<file path="src/hdl/bfd_pkg.sv">
// ----------------------------------------------------------------------------
// bfd_pkg
// Shared types, constants and helpers of the box filter downscaler.
// ----------------------------------------------------------------------------
package bfd_pkg;

    // Default sizes
    localparam int MAX_DST_WIDTH = 1024;
    localparam int MAX_SCALE     = 16;
    localparam int MAX_SRC_DIM   = 4096;

    // Configuration port
    localparam int CFG_IDX_W  = 3;
    localparam int CFG_DATA_W = 13;

    // Register widths
    localparam int SRC_DIM_W = 13;
    localparam int DST_DIM_W = 11;
    localparam int SCALE_W   = 5;

    // Largest output row count the height register can express
    localparam int DST_HEIGHT_MAX = 2047;

    localparam int PIX_W = 32;

    typedef enum logic [CFG_IDX_W-1:0] {
        CFG_SRC_WIDTH  = 3'd0,
        CFG_SRC_HEIGHT = 3'd1,
        CFG_DST_WIDTH  = 3'd2,
        CFG_DST_HEIGHT = 3'd3,
        CFG_H_SCALE    = 3'd4,
        CFG_W_SCALE    = 3'd5
    } t_cfg_idx;

    typedef enum logic [1:0] {
        ST_IDLE,
        ST_ACC,
        ST_DIV,
        ST_OUT
    } t_state;

    // Controller to datapath
    typedef struct packed {
        logic accept;
        logic acc;
        logic div_start;
        logic div_step;
        logic out_load;
    } t_cmd;

    // Datapath to controller
    typedef struct packed {
        logic active;
        logic blk_done;
        logic div_last;
        logic out_free;
    } t_sts;

    // Zero acts as one, values above hi act as hi
    function automatic logic [31:0] clamp_reg(input logic [31:0] v, input logic [31:0] hi);
        logic [31:0] r;
        if (v == 32'd0) begin
            r = 32'd1;
        end else if (v > hi) begin
            r = hi;
        end else begin
            r = v;
        end
        return r;
    endfunction

endpackage

</file>
<file path="src/hdl/bfd_ctrl.sv">
// ----------------------------------------------------------------------------
// bfd_ctrl
// Sequencer: accept, accumulate, divide, hand to the output register.
// ----------------------------------------------------------------------------
module bfd_ctrl (
    input  logic          i_clk,
    input  logic          i_rst_n,
    input  logic          i_s_tvalid,
    output logic          o_s_tready,
    input  bfd_pkg::t_sts i_sts,
    output bfd_pkg::t_cmd o_cmd
);

    bfd_pkg::t_state r_state, n_state;

    always_ff @(posedge i_clk) begin
        if (!i_rst_n) begin
            r_state <= bfd_pkg::ST_IDLE;
        end else begin
            r_state <= n_state;
        end
    end

    always_comb begin
        n_state    = r_state;
        o_cmd      = '0;
        o_s_tready = 1'b0;
        unique case (r_state)
            bfd_pkg::ST_IDLE: begin
                o_s_tready   = 1'b1;
                o_cmd.accept = i_s_tvalid;
                if (i_s_tvalid && i_sts.active) begin
                    n_state = bfd_pkg::ST_ACC;
                end
            end
            bfd_pkg::ST_ACC: begin
                o_cmd.acc = 1'b1;
                if (i_sts.blk_done) begin
                    o_cmd.div_start = 1'b1;
                    n_state = bfd_pkg::ST_DIV;
                end else begin
                    n_state = bfd_pkg::ST_IDLE;
                end
            end
            bfd_pkg::ST_DIV: begin
                o_cmd.div_step = 1'b1;
                if (i_sts.div_last) begin
                    n_state = bfd_pkg::ST_OUT;
                end
            end
            bfd_pkg::ST_OUT: begin
                if (i_sts.out_free) begin
                    o_cmd.out_load = 1'b1;
                    n_state = bfd_pkg::ST_IDLE;
                end
            end
            default: n_state = bfd_pkg::ST_IDLE;
        endcase
    end

endmodule

</file>
<file path="config.mk">
export PLATFORM = sky130hd
export DESIGN_NAME = bfd_ctrl
export DESIGN_NICKNAME = d
export VERILOG_FILES = /design/src/hdl/bfd_pkg.sv /design/src/hdl/bfd_ctrl.sv
export SDC_FILE = /design/constraint.sdc
export NUM_CORES = 1
export LEC_CHECK = 0
export ABC_AREA = 1
export BUFFER_PORTS_ARGS = -buffer_cell sky130_fd_sc_hd__buf_4
export CORE_AREA = 3 3 40 42
export DETAILED_ROUTE_END_ITERATION = 10
export DIE_AREA = 0 0 43 45
export PLACE_DENSITY_LB_ADDON = 0.1
export SLEW_MARGIN = 20
export SYNTH_ARGS = -nofsm -noshare
export SYNTH_HDL_FRONTEND = slang
export SYNTH_SLANG_ARGS = --single-unit
</file>
<file path="constraint.sdc">
create_clock -name i_clk -period 1.2 [get_ports i_clk]
set_clock_uncertainty 0.2 [all_clocks]
set_input_delay 0.18 -clock i_clk [delete_from_list [all_inputs] [get_ports i_clk]]
set_output_delay 0.18 -clock i_clk [all_outputs]
set_load 0.005 [all_outputs]
</file>
# [Word-level counts from Yosys, hierarchy flattened]
# Cells that the tools add are included.
[classes] n_eq_ne=6 n_mux=12 reduce_logical=3
[ops] cell="two-way mux 2 bit" n=5
[ops] cell="one-hot mux 2 bit (4 select lines)" n=1
[ops] cell="two-way mux 1 bit" n=6
[ops] cell="!= test 2 bit (second input constant)" n=3
[ops] cell="equality test 2 bit (second input constant)" n=2
[ops] cell="AND reduction 3 bit" n=1
[ops] cell="equality test 2 x 1 -> 1 bit (second input constant)" n=1
[ops] cell="logical NOT 2 bit" n=1
[ops] cell="logical AND 1 bit" n=1
[word_totals] register_bits=2 input_bits=7 output_inout_bits=6 word_cells=22

# [Depth between registers and ports, before layout]
# Gate-level depths: netlist of the first run.
[logic_depth] ltp_word=3 depth_mapped=4 depth_no_buf=4

# [Worst setup path before layout of the first run]
# OpenSTA, ideal clock, no wires.
[synth_timing] path_kind="reg-to-output" from="register r_state[0]" to="output o_cmd[0] (netlist bit)" t_arrival_ps=597 path_slack_ps=223 path_stages_with_launch=3 path_buffers=0 path_cell_list="dfxtp_1 > nand2_1 > nor2_1"
[synth_rtl] item="start: declaration" line_no="bfd_ctrl.sv:14" source="bfd_pkg::t_state r_state, n_state;"
[synth_rtl] item="start signal: assignment" line_no="bfd_ctrl.sv:18" source="r_state <= bfd_pkg::ST_IDLE;"
[synth_rtl] item="start signal: assignment" line_no="bfd_ctrl.sv:20" source="r_state <= n_state;"
[synth_rtl] item="end: declaration" line_no="bfd_ctrl.sv:11" source="output bfd_pkg::t_cmd o_cmd"

==> impl_metrics.toml, run 1 <==
[run_status]
status = "finished, violations left"
violations = "negative setup slack"

[power]
power_w = 0.000327
powerDensity_nw_per_um2 = 1140
ir_drop_mv = 0.319
leakagePower_nw = 0.148

[detailed_routing]
vias_per_cell = 3.50
ant_nets = 0
drt_iter0_drc = 0
dr.pass1.iters = 1
wire_per_inst_microns = 8.00
drc = 0
wl_microns = 416
vias = 182

[timing]
setup_ws_ps = -56.2
fin_crit_sh = 1.05
slew_headroom = 0.912
timing.fmax_ghz = 0.796
hold_viol = 0
worst_pin_slew_ps = 131
rsz0062_at_grt = "true"
fin_setup_tns_ps = -222
period_needed_ps = 1260
finalSetupViolCount = 6
final_max_slew_viol_count = 0

[global_routing]
grt_max_degree = 8
grt_pass1_vias = 163
overflow = 0
track_usage = 0.0507
grt_pass1_wl_microns = 648
antenna_found_initial = 0

[worst_setup_path]
path_buf_inv = 1
slowest_delay_ps = 350
cp_top_family = "flip-flops"
cp_slowest_cell = "dfxtp_4"
path_cells = "nor3b_2 > buf_4"
required_ps = 820
crit_type = "flip-flop to output port"
rrSetupSlack_ps = 230
critPathMaxFanout = 5
cp_num_cells = 2
critical_path.startpoint_type = "flip-flop"
worst-r2r-cell-count = 4
arrival_ps = 880
critPathCaptureType = "output port"

[min_path]
worstHoldPathCells = 3
hp-class = "input pin to flip-flop"

[floorplan]
die_area_sq_um = 1940
core-area_sq_um = 1280
dieHeight_microns = 45
start_util = 0.0983
rows = 13
dieWidth_microns = 43
ios = 13

[finish]
area_growth_pct = 127
final_util = 0.223
antenna_cells = 0
final_nets = 46
final_layout_size_suffix_gt1_frac = 0.649
instances_no_fill = 52

[clocking]
h-tree-depth = 1
postCtsHoldBufs = 0
worstSkewPairLatency_ps = 220
cts_sinks = 2
root_buffer = "clkbuf_4"
numCtsBuffers = 3
cts_tree = "done"
clkSlewWorstSetupHoldPaths_ps = 30
clockBufferDepth = 2

[run]
cap_violations = 0

[logic_synthesis]
syn-num-nets = 29
ys_types = 8
ys_seq_elements = 2
avgSynthCellArea_sq_um = 5.74
synth_area_sq_um = 126
yosys_warnings = 0
syn_inst = 22
seq_area_frac_synth = 0.317

[placed_design]
io_buffers = 12
gp_congestion = 0.705
dpl.cell_count = 49
-- synth_stat cells (all sizes together) --
cell	instances	area (sq um)
dfxtp	2	40.0
nor2	4	15.0
nand2	6	22.5
a21boi	1	7.51
nand3	3	15.0
inv	5	18.8
nor3b	1	7.51
-- report_power, final --
group          switching, W  internal, W
clock             0.0000380     0.000110
combinational     0.0000357    0.0000541
sequential        0.0000148    0.0000744
total             0.0000885     0.000239
-- placed cells by master (no fill, tap or decap) --
cell type	count
clkbuf_4	3
inv_4	1
dfxtp_4	2
buf_4	11
inv_2	2
inv_1	2
nor3b_2	1
nand3_2	1
nand2_2	2
a21boi_1	1
buf_6	1
nand3_1	2
nor2_1	4
nand2_1	4
-- area by class of cell --
class | count | area (sq um)
clock buffer | 3 | 22.5
timing repair buffer | 12 | 93.8
sequential | 2 | 47.5
tap | 15 | 18.8
multi-input combinational | 15 | 82.6
fill | 158 | 998
inverter | 5 | 21.3
-- per-stage QoR --
step	hold slack, ps	cell area [sq um]	setup WS [ps]
finish	13.6	287	-56.2
global route	25.0	287	-102
CTS	4.05	273	-76.3
detailed placement	256	235	65.4
global placement	271	235	53.1
floorplan	122	126	223
-- final timing paths --
kind,to,start
setup / recovery,o_cmd[4],flip-flop
hold reg to reg,flip-flop,flip-flop
setup reg to reg,r_state[0]$_SDFFE_PN0P_,flip-flop
hold / removal,r_state[0]$_SDFFE_PN0P_,i_rst_n
-- cells by family after synthesis --
family | share of synthesized area
simple gates | 0.475
buf+inv | 0.148
flops | 0.317
compound gates | 0.0594
-- layer usage --
metal / vias to the layer above / global-route usage / routed length [microns]
met5: - / 0 / 0
met4: 0 / 0.0361 / 0
met3: 0 / 0.0518 / 55
met2: 7 / 0.0629 / 214
met1: 77 / 0.0504 / 146
li1: 98 / - / -
-- worst register-to-register path, stage by stage, from the launching register on --
cell and delay, ps:
dfxtp_4 350, nor2_1 140, nand2_1 70, nand2_1 70
nor2_1 40
-- repair_timing --
item | CTS | global route
setup buffers | 0 | 0
cloned | 0 | 0
hold endpoints to repair | 0 | 0
pin swaps | 0 | 1
endpoints found under the setup margin | 6 | 6
gates resized for setup | 6 | 6
Power figures use the tool's default switching activity.
==> inputs of run 2 (changes only) <==
--- a/config.mk
+++ b/config.mk
@@ -15,3 +15,4 @@
 export SYNTH_ARGS = -nofsm -noshare
 export SYNTH_HDL_FRONTEND = slang
 export SYNTH_SLANG_ARGS = --single-unit
+export TNS_END_PERCENT = 30
==> impl_metrics.toml, run 2 (synthesis gave the netlist of run 1 again) <==
[run_status]
status = "finished, violations left"
violations = "negative setup slack"

[finish]
final_util = 0.223
mostFrequentLayoutCells = "buf_4, nor2_1, nand2_1"
antenna_cells = 0
final_common_cell = "buf_4"
fin_area_sq_um = 287
final_nets = 46
final_layout_size_suffix_gt1_frac = 0.649
area_growth_pct = 127
fill_cells = 158

[power]
power_frac_comb = 0.274
power_w = 0.000327
powerDensity_nw_per_um2 = 1140
leakagePower_nw = 0.149
sequentialPowerShare = 0.272
ir_drop_mv = 0.318
swShare = 0.270
power.switching_w = 0.0000881
p_int_w = 0.000239
clkPwrFrac = 0.454

[clocking]
clockBufferDepth = 2
cts_tree = "done"
cts_sinks = 2
numCtsBuffers = 3
clkSlewWorstSetupHoldPaths_ps = 30
root_buffer = "clkbuf_4"
h-tree-depth = 1
worstSkewPairLatency_ps = 220

[floorplan]
core-area_sq_um = 1280
dieHeight_microns = 45
start_util = 0.0983
die_area_sq_um = 1940
ios = 13
rows = 13
dieWidth_microns = 43

[timing]
rsz0062_at_grt = "true"
slew_headroom = 0.912
fin_crit_sh = 1.05
setup_ws_ps = -56.2
finalSetupViolCount = 6
final_max_slew_viol_count = 0
hold_viol = 0
worst_pin_slew_ps = 131
timing.fmax_ghz = 0.796
period_needed_ps = 1260

[worst_setup_path]
critPathMaxFanout = 5
worst-r2r-cell-count = 4
slowest_delay_ps = 350
crit_type = "flip-flop to output port"
required_ps = 820
cp_slowest_cell = "dfxtp_4"
path_cells = "nor3b_2 > buf_4"
arrival_ps = 880
critPathCaptureType = "output port"
critical_path.startpoint_type = "flip-flop"

[detailed_routing]
wire_per_inst_microns = 7.92
vias_per_cell = 3.50
dr.pass1.iters = 1
drc = 0
vias = 182
ant_nets = 0
drt_iter0_drc = 0
wl_microns = 412

[global_routing]
antenna_found_initial = 0
overflow = 0
grt_pass1_wl_microns = 648
grt_pass1_vias = 163
grt_max_degree = 8
track_usage = 0.0507

[min_path]
hp-class = "input pin to flip-flop"
worstHoldPathCells = 3

[placed_design]
post_dp_cell_area_sq_um = 235
io_buffers = 12
gp_congestion = 0.705

[run]
cap_violations = 0
## run 2: what timing repair did
action / 4_1_cts / 5_1_grt
pin swaps: 0 / 0
hold endpoints to repair: 0 / 0
buffers inserted: 0 / 0
hold buffers: 0 / 0
setup endpoints to repair: 6 / 6
resized for setup: 6 / 6
## run 2: stage by stage
step           cells  TNS (ps)  setup WS, ps  hold WS [ps]
2_1_floorplan     22         0           223           122
3_3_place_gp      49         0          53.1           271
3_5_place_dp      49         0          65.4           256
4_1_cts           52      -298         -76.3          4.05
5_1_grt           52      -499          -102          25.0
6_report          52      -203         -56.2          13.6
## run 2: worst max-delay path, delay by kind of cell (launching register included)
| family | cells | cell delay (ps) |
|---|---|---|
| buffers and inverters | 1 | 130 |
| and+or+nand+nor | 1 | 170 |
| DFF | 1 | 350 |
## run 2: cell type report
class,count,area (sq um),share of cell area
Tap cell,15,18.8,0.0655
Multi-Input combinational cell,15,82.6,0.288
Clock buffer,3,22.5,0.0786
Sequential cell,2,47.5,0.166
Timing Repair Buffer,12,93.8,0.328
Inverter,5,21.3,0.0742
## run 2: path summary, 6_finish.rpt
kind / slack, ps / start / end
setup / recovery: -60 / flip-flop / o_cmd[4]
hold / removal: 10 / i_rst_n / r_state[0]$_SDFFE_PN0P_
setup reg to reg: 230 / flip-flop / r_state[0]$_SDFFE_PN0P_
hold reg to reg: 320 / flip-flop / flip-flop
## run 2: layer usage
| layer | vias to the layer above | routed length [microns] | track usage |
|---|---|---|---|
| li1 | 98 | - | - |
| met1 | 77 | 140 | 0.0504 |
| met2 | 7 | 216 | 0.0629 |
| met3 | 0 | 55 | 0.0518 |
| met4 | 0 | 0 | 0.0361 |
| met5 | - | 0 | 0 |
## run 2: power by group through the flow
stage	sequential [W]	clock [W]	combinational, W
after global routing	0.0000907	0.000170	0.000102
after detailed placement	0.0000854	0	0.0000816
after global placement	0.0000863	0	0.0000825
after floorplan	0.0000826	0	0.0000344
after CTS	0.0000869	0.000161	0.0000840
final	0.0000889	0.000148	0.0000895
